[config.mk]
export PLATFORM = sky130hd
export DESIGN_NAME = pd_visual_servo_tracker
export DESIGN_NICKNAME = d
export VERILOG_FILES = /design/src/design/pvst_pkg.sv /design/src/design/pvst_cfg_regs.sv /design/src/design/pvst_core.sv /design/src/design/pd_visual_servo_tracker.sv
export SDC_FILE = /design/constraint.sdc
export NUM_CORES = 2
export LEC_CHECK = 0
export BUFFER_PORTS_ARGS = -buffer_cell sky130_fd_sc_hd__buf_4
export CORE_UTILIZATION = 35
export DETAILED_ROUTE_END_ITERATION = 10
export GPL_ROUTABILITY_DRIVEN = 0
export GPL_TIMING_DRIVEN = 0
export PLACE_DENSITY = 0.5
export SLEW_MARGIN = 10
export SYNTH_ARGS = -nofsm -noshare
export SYNTH_HDL_FRONTEND = slang
export SYNTH_HIERARCHICAL = 1
export SYNTH_SLANG_ARGS = --single-unit
[constraint.sdc]
create_clock -name aclk -period 17.11 [get_ports aclk]
set_input_delay 0.8555 -clock aclk [delete_from_list [all_inputs] [get_ports aclk]]
set_output_delay 0.8555 -clock aclk [all_outputs]
set_load 0.03 [all_outputs]
[src/design/pvst_pkg.sv]
// Shared types and constants for the visual servo tracker.
`timescale 1ns / 1ps

package pvst_pkg;

    localparam int GAIN_W     = 16;
    localparam int BAND_W     = 8;
    localparam int MS_W       = 16;
    localparam int TIME_W     = 32;
    localparam int TARGET_W   = 18;
    localparam int AIM_W      = 17;
    localparam int DTERM_W    = 7;
    localparam int CFG_IDX_W  = 3;
    localparam int CFG_DATA_W = 16;

    localparam int DTERM_LIMIT = 40;
    localparam int AIM_Y_MIN   = -64000;
    localparam int AIM_Y_MAX   = 64000;
    localparam int AIM_Z_MIN   = 44800;
    localparam int AIM_Z_MAX   = 76800;
    localparam int AIM_Z_RESET = 51200;

    localparam logic [GAIN_W-1:0] GAIN_P_RST       = 16'd410;
    localparam logic [GAIN_W-1:0] GAIN_D_RST       = 16'd410;
    localparam int                CENTER_X_RST     = 160;
    localparam int                CENTER_Y_RST     = 120;
    localparam logic [BAND_W-1:0] LOCK_BAND_RST    = 8'd10;
    localparam logic [BAND_W-1:0] RELEASE_BAND_RST = 8'd16;
    localparam logic [MS_W-1:0]   LOST_TIMEOUT_RST = 16'd300;
    localparam logic [MS_W-1:0]   STROBE_GAP_RST   = 16'd30;

    typedef enum logic [CFG_IDX_W-1:0] {
        CFG_GAIN_P        = 3'd0,
        CFG_GAIN_D        = 3'd1,
        CFG_CENTER_X      = 3'd2,
        CFG_CENTER_Y      = 3'd3,
        CFG_LOCK_BAND     = 3'd4,
        CFG_RELEASE_BAND  = 3'd5,
        CFG_LOST_TIMEOUT  = 3'd6,
        CFG_STROBE_GAP    = 3'd7
    } cfg_reg_t;

    typedef struct packed {
        logic [GAIN_W-1:0] gain_p;
        logic [GAIN_W-1:0] gain_d;
        logic [BAND_W-1:0] lock_band;
        logic [BAND_W-1:0] release_band;
        logic [MS_W-1:0]   lost_limit_ms;
        logic [MS_W-1:0]   strobe_gap_ms;
    } cfg_t;

endpackage

[src/design/pvst_cfg_regs.sv]
// Configuration register file for the visual servo tracker.
`timescale 1ns / 1ps

module pvst_cfg_regs
    import pvst_pkg::*;
#(
    parameter int PIXEL_BITS = 12
) (
    input  logic                  aclk,
    input  logic                  aresetn,
    input  logic                  cfg_valid,
    input  logic [CFG_IDX_W-1:0]  cfg_index,
    input  logic [CFG_DATA_W-1:0] cfg_data,
    output cfg_t                  cfg,
    output logic [PIXEL_BITS-1:0] center_x,
    output logic [PIXEL_BITS-1:0] center_y
);

    cfg_t                  cfg_reg;
    logic [PIXEL_BITS-1:0] center_x_reg;
    logic [PIXEL_BITS-1:0] center_y_reg;
    cfg_reg_t              idx;

    assign idx = cfg_reg_t'(cfg_index);

    always_ff @(posedge aclk) begin
        if (!aresetn) begin
            cfg_reg.gain_p        <= GAIN_P_RST;
            cfg_reg.gain_d        <= GAIN_D_RST;
            cfg_reg.lock_band     <= LOCK_BAND_RST;
            cfg_reg.release_band  <= RELEASE_BAND_RST;
            cfg_reg.lost_limit_ms <= LOST_TIMEOUT_RST;
            cfg_reg.strobe_gap_ms <= STROBE_GAP_RST;
            center_x_reg          <= PIXEL_BITS'(CENTER_X_RST);
            center_y_reg          <= PIXEL_BITS'(CENTER_Y_RST);
        end else if (cfg_valid) begin
            unique case (idx)
                CFG_GAIN_P:       cfg_reg.gain_p        <= cfg_data[GAIN_W-1:0];
                CFG_GAIN_D:       cfg_reg.gain_d        <= cfg_data[GAIN_W-1:0];
                CFG_CENTER_X:     center_x_reg          <= cfg_data[PIXEL_BITS-1:0];
                CFG_CENTER_Y:     center_y_reg          <= cfg_data[PIXEL_BITS-1:0];
                CFG_LOCK_BAND:    cfg_reg.lock_band     <= cfg_data[BAND_W-1:0];
                CFG_RELEASE_BAND: cfg_reg.release_band  <= cfg_data[BAND_W-1:0];
                CFG_LOST_TIMEOUT: cfg_reg.lost_limit_ms <= cfg_data[MS_W-1:0];
                CFG_STROBE_GAP:   cfg_reg.strobe_gap_ms <= cfg_data[MS_W-1:0];
                default:          cfg_reg.gain_p        <= cfg_reg.gain_p;
            endcase
        end
    end

    assign cfg      = cfg_reg;
    assign center_x = center_x_reg;
    assign center_y = center_y_reg;

endmodule

[src/design/pvst_core.sv]
// PD step with lock hysteresis, target clamps, move timer and the result register.
`timescale 1ns / 1ps

module pvst_core
    import pvst_pkg::*;
#(
    parameter int PIXEL_BITS = 12
) (
    input  logic                    aclk,
    input  logic                    aresetn,
    input  logic                    fire,
    input  cfg_t                    cfg,
    input  logic [PIXEL_BITS-1:0]   center_x,
    input  logic [PIXEL_BITS-1:0]   center_y,
    input  logic [PIXEL_BITS-1:0]   col,
    input  logic [PIXEL_BITS-1:0]   row,
    input  logic [TIME_W-1:0]       now,
    output logic signed [AIM_W-1:0] aim_y,
    output logic [AIM_W-1:0]        aim_z,
    output logic                    move_strobe,
    output logic                    locked
);

    localparam int ERR_W = PIXEL_BITS + 1;
    localparam int DX_W  = PIXEL_BITS + 2;
    localparam int SUM_W = PIXEL_BITS + 18;
    localparam int STEP_W = SUM_W - 4;
    localparam int ACC_W = STEP_W + 1;

    localparam logic signed [DX_W-1:0]    DLIM_HI = DX_W'(DTERM_LIMIT);
    localparam logic signed [DX_W-1:0]    DLIM_LO = DX_W'(-DTERM_LIMIT);
    localparam logic signed [ACC_W-1:0]   Y_MIN   = ACC_W'(AIM_Y_MIN);
    localparam logic signed [ACC_W-1:0]   Y_MAX   = ACC_W'(AIM_Y_MAX);
    localparam logic signed [ACC_W-1:0]   Z_MIN   = ACC_W'(AIM_Z_MIN);
    localparam logic signed [ACC_W-1:0]   Z_MAX   = ACC_W'(AIM_Z_MAX);
    localparam logic signed [SUM_W-1:0]   RND     = SUM_W'(8);

    // tracking state
    logic signed [ERR_W-1:0]    prev_err_x_reg, prev_err_y_reg;
    logic signed [TARGET_W-1:0] target_y_reg, target_z_reg;
    logic                       lock_reg;
    logic [TIME_W-1:0]          last_seen_reg, last_move_reg;
    // result register
    logic signed [AIM_W-1:0]    aim_y_reg;
    logic [AIM_W-1:0]           aim_z_reg;
    logic                       strobe_reg, locked_reg;

    logic signed [ERR_W-1:0]    ex, ey, pex, pey;
    logic [ERR_W-1:0]           ax, ay, bx_rel, bx_lock;
    logic [TIME_W-1:0]          seen_gap, move_gap;
    logic                       lost, hold, enter, due;
    logic signed [DX_W-1:0]     dx, dy;
    logic signed [DTERM_W-1:0]  dx_c, dy_c;
    logic signed [GAIN_W:0]     gp_s, gd_s;
    logic signed [SUM_W-1:0]    prod_px, prod_py, prod_dx, prod_dy, sum_y, sum_z;
    logic signed [STEP_W-1:0]   step_y, step_z;
    logic signed [ACC_W-1:0]    acc_y, acc_z;
    logic signed [TARGET_W-1:0] clamp_y, clamp_z, ty_next, tz_next;

    always_comb begin
        ex = $signed({1'b0, center_x}) - $signed({1'b0, col});
        ey = $signed({1'b0, center_y}) - $signed({1'b0, row});
        ax = ex[ERR_W-1] ? ERR_W'(-ex) : ex;
        ay = ey[ERR_W-1] ? ERR_W'(-ey) : ey;
        bx_rel  = ERR_W'(cfg.release_band);
        bx_lock = ERR_W'(cfg.lock_band);

        seen_gap = now - last_seen_reg;
        move_gap = now - last_move_reg;
        lost = seen_gap > TIME_W'(cfg.lost_limit_ms);
        due  = move_gap >= TIME_W'(cfg.strobe_gap_ms);

        // a held lock zeroes the errors, which always re-enters the lock band
        hold  = lock_reg && (ax <= bx_rel) && (ay <= bx_rel);
        enter = hold || ((ax <= bx_lock) && (ay <= bx_lock));

        pex = lost ? '0 : prev_err_x_reg;
        pey = lost ? '0 : prev_err_y_reg;
        dx = DX_W'(ex) - DX_W'(pex);
        dy = DX_W'(ey) - DX_W'(pey);
        priority if (dx > DLIM_HI) dx_c = DTERM_W'(DTERM_LIMIT);
        else if (dx < DLIM_LO)     dx_c = DTERM_W'(-DTERM_LIMIT);
        else                       dx_c = dx[DTERM_W-1:0];
        priority if (dy > DLIM_HI) dy_c = DTERM_W'(DTERM_LIMIT);
        else if (dy < DLIM_LO)     dy_c = DTERM_W'(-DTERM_LIMIT);
        else                       dy_c = dy[DTERM_W-1:0];

        gp_s = $signed({1'b0, cfg.gain_p});
        gd_s = $signed({1'b0, cfg.gain_d});
        prod_px = ex * gp_s;
        prod_py = ey * gp_s;
        prod_dx = dx_c * gd_s;
        prod_dy = dy_c * gd_s;
        sum_y = prod_px + prod_dx + RND;
        sum_z = prod_py + prod_dy + RND;
        // floor divide by 16: Q.12 to Q.8, ties toward +inf after the +8
        step_y = sum_y[SUM_W-1:4];
        step_z = sum_z[SUM_W-1:4];

        acc_y = ACC_W'(target_y_reg) + ACC_W'(step_y);
        acc_z = ACC_W'(target_z_reg) + ACC_W'(step_z);
        priority if (acc_y < Y_MIN) clamp_y = TARGET_W'(AIM_Y_MIN);
        else if (acc_y > Y_MAX)     clamp_y = TARGET_W'(AIM_Y_MAX);
        else                        clamp_y = acc_y[TARGET_W-1:0];
        priority if (acc_z < Z_MIN) clamp_z = TARGET_W'(AIM_Z_MIN);
        else if (acc_z > Z_MAX)     clamp_z = TARGET_W'(AIM_Z_MAX);
        else                        clamp_z = acc_z[TARGET_W-1:0];

        ty_next = enter ? target_y_reg : clamp_y;
        tz_next = enter ? target_z_reg : clamp_z;
    end

    always_ff @(posedge aclk) begin
        if (!aresetn) begin
            prev_err_x_reg <= '0;
            prev_err_y_reg <= '0;
            target_y_reg   <= '0;
            target_z_reg   <= TARGET_W'(AIM_Z_RESET);
            lock_reg       <= 1'b0;
            last_seen_reg  <= '0;
            last_move_reg  <= '0;
        end else if (fire) begin
            last_seen_reg <= now;
            lock_reg      <= enter;
            target_y_reg  <= ty_next;
            target_z_reg  <= tz_next;
            if (enter) begin
                prev_err_x_reg <= '0;
                prev_err_y_reg <= '0;
            end else begin
                prev_err_x_reg <= ex;
                prev_err_y_reg <= ey;
                if (due) begin
                    last_move_reg <= now;
                end
            end
        end
    end

    always_ff @(posedge aclk) begin
        if (fire) begin
            aim_y_reg  <= ty_next[AIM_W-1:0];
            aim_z_reg  <= tz_next[AIM_W-1:0];
            strobe_reg <= !enter && due;
            locked_reg <= enter;
        end
    end

    assign aim_y       = aim_y_reg;
    assign aim_z       = aim_z_reg;
    assign move_strobe = strobe_reg;
    assign locked      = locked_reg;

endmodule

[src/design/pd_visual_servo_tracker.sv]
// Visual servo tracker top level: handshake, input register, configuration registers and core.
`timescale 1ns / 1ps

// Takes one detected target centre with a millisecond timestamp per
// transaction and returns one result: the clamped Y/Z aim targets in Q.8 mm,
// a rate-limited move strobe and the lock flag. One transaction is accepted
// every clock cycle while the result side does not stall; a result passes
// through the input register, then the PD step into the result register,
// which also updates the tracking state. Throughput is set by that state
// update loop. Configuration writes are always accepted and are meant to be
// done while no transaction is in flight. There is no start-up clearing pass.
module pd_visual_servo_tracker
    import pvst_pkg::*;
#(
    parameter int PIXEL_BITS = 12
) (
    input  logic                    aclk,
    input  logic                    aresetn,
    input  logic                    s_valid,
    output logic                    s_ready,
    input  logic [PIXEL_BITS-1:0]   s_center_col,
    input  logic [PIXEL_BITS-1:0]   s_center_row,
    input  logic [TIME_W-1:0]       s_time_ms,
    output logic                    m_valid,
    input  logic                    m_ready,
    output logic signed [AIM_W-1:0] m_aim_y,
    output logic [AIM_W-1:0]        m_aim_z,
    output logic                    m_move_strobe,
    output logic                    m_locked,
    input  logic                    cfg_valid,
    output logic                    cfg_ready,
    input  logic [CFG_IDX_W-1:0]    cfg_index,
    input  logic [CFG_DATA_W-1:0]   cfg_data
);

    cfg_t                  cfg;
    logic [PIXEL_BITS-1:0] center_x, center_y;

    logic                  in_valid_reg;
    logic [PIXEL_BITS-1:0] col_reg, row_reg;
    logic [TIME_W-1:0]     time_reg;
    logic                  out_valid_reg;
    logic                  advance, take;

    assign cfg_ready = 1'b1;
    assign advance   = in_valid_reg && (!out_valid_reg || m_ready);
    assign s_ready   = !in_valid_reg || advance;
    assign take      = s_valid && s_ready;

    always_ff @(posedge aclk) begin
        if (!aresetn) begin
            in_valid_reg  <= 1'b0;
            out_valid_reg <= 1'b0;
        end else begin
            if (take) begin
                in_valid_reg <= 1'b1;
            end else if (advance) begin
                in_valid_reg <= 1'b0;
            end
            if (advance) begin
                out_valid_reg <= 1'b1;
            end else if (m_ready) begin
                out_valid_reg <= 1'b0;
            end
        end
    end

    always_ff @(posedge aclk) begin
        if (take) begin
            col_reg  <= s_center_col;
            row_reg  <= s_center_row;
            time_reg <= s_time_ms;
        end
    end

    pvst_cfg_regs #(
        .PIXEL_BITS(PIXEL_BITS)
    ) u_cfg (
        .aclk     (aclk),
        .aresetn  (aresetn),
        .cfg_valid(cfg_valid),
        .cfg_index(cfg_index),
        .cfg_data (cfg_data),
        .cfg      (cfg),
        .center_x (center_x),
        .center_y (center_y)
    );

    pvst_core #(
        .PIXEL_BITS(PIXEL_BITS)
    ) u_core (
        .aclk       (aclk),
        .aresetn    (aresetn),
        .fire       (advance),
        .cfg        (cfg),
        .center_x   (center_x),
        .center_y   (center_y),
        .col        (col_reg),
        .row        (row_reg),
        .now        (time_reg),
        .aim_y      (m_aim_y),
        .aim_z      (m_aim_z),
        .move_strobe(m_move_strobe),
        .locked     (m_locked)
    );

    assign m_valid = out_valid_reg;

    // a locked result never carries a move strobe
    a_lock_no_strobe: assert property (@(posedge aclk) disable iff (!aresetn)
        m_valid |-> !(m_locked && m_move_strobe))
        else $error("locked result with move strobe");

    a_aim_z_range: assert property (@(posedge aclk) disable iff (!aresetn)
        m_valid |-> (m_aim_z >= AIM_W'(AIM_Z_MIN)) && (m_aim_z <= AIM_W'(AIM_Z_MAX)))
        else $error("aim_z out of range");

    a_advance_gives_result: assert property (@(posedge aclk) disable iff (!aresetn)
        advance |=> m_valid)
        else $error("stepped transaction produced no result");

    a_result_has_source: assert property (@(posedge aclk) disable iff (!aresetn)
        $rose(m_valid) |-> $past(in_valid_reg))
        else $error("result without a pending transaction");

endmodule

After elaboration in Yosys (flattened, before gate mapping)
Index checks and enable logic that the tools add are counted.
{ "totals": {"word_cells": 111, "out_inout_bits": 39, "regBits": 325} }
{ "classes": {"n_reduce_logical": 25, "mux": 20, "bitwise_logic": 1, "add_sub_neg": 14, "multipliers": 4, "eq_ne": 7, "order_cmp": 14} }
{ "op_table": {"columns": ["operator", "count"], "rows": [
  ["$mux 13", 6],
  ["$mux 18", 4],
  ["$sub 32x32->32", 2],
  ["$add 30x30->30", 2],
  ["$add 30x5->30 const B", 2],
  ["$mul 13x17->30", 2],
  ["$add 18x26->27", 2],
  ["$lt 27x17->1 const B", 2],
  ["$le 13x8->1", 4],
  ["$mul 7x17->24", 2],
  ["$mux 17", 2],
  ["$ge 32x16->1", 1],
  ["$gt 32x16->1", 1],
  ["$gt 14x7->1 const B", 2],
  ["$lt 14x7->1 const B", 2],
  ["$mux 7", 4],
  ["$sub 13x13->14", 2],
  ["$gt 27x17->1 const B", 1],
  ["$gt 27x18->1 const B", 1],
  ["$neg 13->13", 2],
  ["$sub 12x12->13", 2],
  ["$reduce_and 2->1", 9],
  ["$eq 3x3->1 const B", 4],
  ["$eq 3x2->1 const B", 2],
  ["other kinds (9)", 22]
]} }

Logic depth before layout (Yosys ltp)
{ "depth": {"word_depth": 15, "mapped_depth": 78} }

Modules after synthesis
Netlist, hierarchy kept.
{ "by_module_without_submodules": {"columns": ["mod", "instances", "cells_per_inst", "area_each_um2"], "rows": [
  ["pvst_core", 1, 4688, 39514.1],
  ["pvst_cfg_regs", 1, 374, 3930.0],
  ["pd_visual_servo_tracker", 1, 67, 1796.7]
]} }

Worst setup path after synthesis
Ideal clock, no wire load.
{ "synth_path": {"path_type": "reg2reg", "startpoint": "reg time_reg[1]", "endpoint": "reg u_core.aim_z_reg[11], in the netlist u_core/aim_z[11] (data pin)", "path_stages_with_launch": 77, "arrival_time_ns": 15.922, "path_buffers": 3, "path_slack_ns": 0.927, "required_ns": 16.850, "path_cell_list": "edfxtp_1 > ha_1 > nor2b_1 > o21a_1 > a311oi_1 > a21oi_1 > nand2_1 > nand2b_1 > a21oi_1 > xnor2_1 > ha_1 > a21o_1 > a21o_1 > a21oi_1 > nor2b_1 > o21ai_0 > a21oi_1 > a211oi_1 > [41 not listed] > a31oi_1 > o21ai_1 > a21o_1 > xor2_1 > ha_1 > clkbuf_1 > a21oi_1 > a21boi_0 > o21ai_0 > o31ai_1 > nor4b_1 > nand4b_1 > nor2_1 > nand4_1 > a21o_1 > buf_2 > nor3b_1 > a21oi_1"} }
{ "synth_between": {"elab_chain_len": 15, "elab_cells_between_ends": 17, "cone_classes": "add/sub: 5; mul: 1; order compare: 5; mux: 6"} }
{ "synth_lines": {"columns": ["item", "line", "source"], "rows": [
  ["start, declared", "pd_visual_servo_tracker.sv:41", "logic [TIME_W-1:0] time_reg;"],
  ["start signal, assigned", "pd_visual_servo_tracker.sv:72", "time_reg <= s_time_ms;"],
  ["$sub 32x32->32 (*)", "pvst_core.sv:68", "seen_gap = now - last_seen_reg;"],
  ["$gt 32x16->1 (*)", "pvst_core.sv:70", "lost = seen_gap > TIME_W'(cfg.lost_limit_ms);"],
  ["$mux 13 (*)", "pvst_core.sv:78", "pey = lost ? '0 : prev_err_y_reg;"],
  ["$sub 13x13->14 (*)", "pvst_core.sv:80", "dy = DX_W'(ey) - DX_W'(pey);"],
  ["$lt 14x7->1", "pvst_core.sv:85", "else if (dy < DLIM_LO) dy_c = DTERM_W'(-DTERM_LIMIT);"],
  ["$mux 7", "pvst_core.sv:85", null],
  ["$mux 7 (*)", "pvst_core.sv:84", "priority if (dy > DLIM_HI) dy_c = DTERM_W'(DTERM_LIMIT);"],
  ["$mul 7x17->24 (*)", "pvst_core.sv:93", "prod_dy = dy_c * gd_s;"],
  ["$add 30x30->30 (*)", "pvst_core.sv:95", "sum_z = prod_py + prod_dy + RND;"],
  ["$add 30x5->30 (*)", "pvst_core.sv:95", null],
  ["$add 18x26->27 (*)", "pvst_core.sv:101", "acc_z = ACC_W'(target_z_reg) + ACC_W'(step_z);"],
  ["$gt 27x18->1", "pvst_core.sv:106", "else if (acc_z > Z_MAX) clamp_z = TARGET_W'(AIM_Z_MAX);"],
  ["$mux 18", "pvst_core.sv:106", null],
  ["$mux 18 (*)", "pvst_core.sv:105", "priority if (acc_z < Z_MIN) clamp_z = TARGET_W'(AIM_Z_MIN);"],
  ["$mux 17 (*)", "pvst_core.sv:110", "tz_next = enter ? target_z_reg : clamp_z;"],
  ["named net u_core.tz_next[11]", "pvst_core.sv:58", "logic signed [TARGET_W-1:0] clamp_y, clamp_z, ty_next, tz_next;"],
  ["end signal, assigned", "pvst_core.sv:143", "aim_z_reg <= tz_next[AIM_W-1:0];"],
  ["end, declared", "pvst_core.sv:45", "logic [AIM_W-1:0] aim_z_reg;"]
]} }
Mark *: on every way through the listed nets, which the timed path passes. The rest lies on a longest branch.
A chain may end at the register's enable or synchronous reset.

Worst setup path after layout
{ "layout_path": {"startpoint": "reg time_reg[1]", "endpoint": "reg u_core.aim_z_reg[10], in the netlist u_core/aim_z[10] (data pin)"} }
Same word-level chain as after synthesis.

==> summary.txt <==
Floorplanning
  – Starting density of the core: 35.4%
  – CORE AREA: 128000 µm²
  – FP Rows: roughly 130
  – Top Ports: 119
  – Die area: 131000 µm²
  – Die H: 362 µm
  – Die extent in x: between 300 and 400 µm

Clock tree
  – CTS Buffer Depth: 3
  – CTS sink cnt: 325
  – Clock Tree Root: clkbuf_16
  – Cts hold-fix bufs: 0
  – Clock H-tree levels: 2
  – CTS Buf Count: 40
  – TritonCTS clock tree: done
  – Worst-path clk slew: about 0.060 ns
  – Clk Latency, worst-skew pair: about 0.61 ns

Synth
  – Post-synthesis cell area: 45200 µm²
  – Distinct cells, synth: 106
  – Post-synthesis xor/xnor area fraction: around 3.4%
  – Syn Inst Count: between 5k and 6k
  – Number of synthesis warnings: 6
  – Avg Cell Area, Syn: 8.82 µm²
  – Synth Area in Simple Gates: 17.1%
  – Largest family of logic cells by synthesized area: adder cells
  – Compound-Gate Fraction of Synth Area: 11.1%
  – EDFF count, synth: 92
  – Asr flop ratio synth: 0%
  – Top FF cell, synth: dfxtp_1
  – Post-Synth Adder-Cell Area: around two fifths
  – Post-synthesis mux area share: 4.36%
  – Mapped Nets: 6271
  – #FFs+latches synth: 325
  – Sequential-to-total area share from yosys stat: 16.4%

Setup path
  – RR Endpoint: u_core/aim_z[10]
  – Critical Path Most Common Cell: fa_1
  – Setup crit end kind: register
  – Reg2Reg Depth: between 70 and 80
  – Worst endpoint data arrival time: 17.09 ns
  – Crit-path leading delay family: compound AO/OA/AOI/OAI gates
  – CP max-delay cell: fa_1
  – R2r setup slk: 0.37 ns
  – Max incr delay on CP: 0.59 ns
  – Critical path class: reg2reg
  – CP Max Fanout: 7
  – CP Buf/Inv Count: 10
  – CP Launch Type: register
  – CP required: roughly 17 ns
  – Levels on crit path: 72
  – R2R Path Start: time_reg[1]

Layout
  – Max reg flops: 80
  – Most common cell after layout, fill and taps aside: inv_1
  – Nets: 6519
  – Highest-count cells in the layout ignoring fill and taps: inv_1 (849), nand2_1 (571), fa_1 (538)
  – Layout cells sized above 1: 11.1%
  – Fill count: 13.0k
  – Final Util: 40.7%
  – Area delta synth->final: 14.9%

Placement
  – Dpl hpwl: between 100 and 150 mm
  – PortBufs: 113

Timing
  – Fmax: 59.8 MHz
  – Tightest Pin Transition: approximately 1.2 ns
  – Final hold violations: 0
  – Slew headroom: 18.5%
  – Period minus WS final: 16.74 ns
  – Slew Limit Fails: 0
  – RSZ-0062 raised after global routing: true
  – Final Skew: 0.0223 ns
  – Fin crit share: 97.8%
  – Final setup fails: 0

Detailed routing
  – DR WL met3: about 6 mm
  – Initial detailed-routing violation count: 2050
  – # DRC: 0
  – Routed vias/inst: 5.13
  – Routed vias: 36.3k
  – Top Metal Used: met5
  – Post-Route WL: 148 mm
  – WL/cell: 20.9 µm
  – Final ANT Viol Nets: 0
  – Detailed Routing Iterations Pass 1: 6
  – M1 WL: 65.0 mm
  – DR WL met2: 70.4 mm

Min path
  – Hold Path End: col_reg[3]
  – Hold path depth: 1
  – Hold/Removal Path Class: in2reg
  – Hold path start: s_center_col[3]

Global routing
  – Overall global routing resource usage: between 20% and 30%
  – Largest net degree at the start of global routing: 32
  – Initial antenna violation count: 17
  – First-pass GRT wire length: between 200 and 250 mm
  – Vias in the first global route: 36.9k
  – Grt ovf: 0

Status
  – Status: complete, no violations

Run
  – Total of max-cap violations: 0
==> through the flow <==
step	hold slack [ns]	TNS [ns]	setup slack, ns	cell area, µm²	std cells
global route	0.410	-10.15	-0.340	52000	7071
floorplan	0.435	0	0.927	45200	5129
detailed placement	0.447	-218.92	-3.83	48300	6908
CTS	0.395	0	0.00321	50700	7015
global placement	0.443	-215.49	-3.80	48200	6904
finish	0.429	0	0.375	52000	7077
==> layout make-up <==
type	instances	area (µm²)	area share [%]
Multi-Input combinational cell	3745	35200	67.7
Sequential cell	325	7430	14.3
Inverter	862	3240	6.23
Tap cell	1662	2080	4.00
Timing Repair Buffer	212	1720	3.31
Clock buffer	56	1140	2.20
Buffer	191	945	1.82
Clock inverter	18	218	0.419
Antenna cell	6	15.0	0.0289
==> cells by family after synthesis <==
family	after synthesis
other	1
XOR/XNOR	178
AND/OR/NAND/NOR	1559
buffers and inverters	1059
flip-flops	325
AO/OA/AOI/OAI	750
adder cells (fa/ha/maj)	1062
multiplexers	195
==> synth_stat cells (20+ instances only) <==
cell        n  area, µm²
nand4_1    25        156
ha_1      512       6410
a21o_1     58        435
a31oi_1    28        175
clkbuf_1  147        552
buf_2      25        125
o21a_1     55        413
o211ai_1   21        158
nor3_1     62        310
o21bai_1   26        195
and3_1     35        219
o21ai_0   129        646
nor2b_1   148        926
fa_1      550      11000
nand2_1   575       2160
or3_1      20        125
nand2b_1   68        425
nand3_1    68        340
nor2_1    256        961
a211oi_1   22        165
a21oi_1   201       1010
and2_1    204       1280
inv_1     857       3220
a22o_1     24        210
dfxtp_1   233       4660
xor2_1     52        455
mux2i_1   181       1810
o31ai_1    26        195
edfxtp_1   92       2760
xnor2_1   126       1100
==> per-layer routing <==
metal  vias up  global-route usage (%)
li1      17238                       -
met1     18127                    29.3
met2       736                    38.3
met3       217                    1.70
met4         4                    8.14
met5         -                       0
==> worst max-delay path by stage <==
| stage | slack (ns) | end | from |
|---|---|---|---|
| global placement | -3.80 | u_core/aim_y[1] | time_reg[1] |
| global route | -0.34 | u_core/aim_z[10] | time_reg[1] |
| detailed placement | -3.83 | u_core/aim_y[1] | time_reg[1] |
| floorplan | 0.93 | u_core/aim_z[11] | time_reg[1] |
| CTS | 0.003 | u_core/aim_y[11] | time_reg[1] |
| finish | 0.37 | u_core/aim_z[10] | time_reg[1] |
==> what timing repair did <==
item | in CTS | in global routing
setup endpoints to repair | 69 | 67
buffers inserted | 35 | 59
pin swaps | 45 | 138
gates resized for setup | 163 | 196
gates cloned | 0 | 1
Power is not shown: default switching activity piles up to over one toggle a cycle in this logic, so the estimate is an artifact.
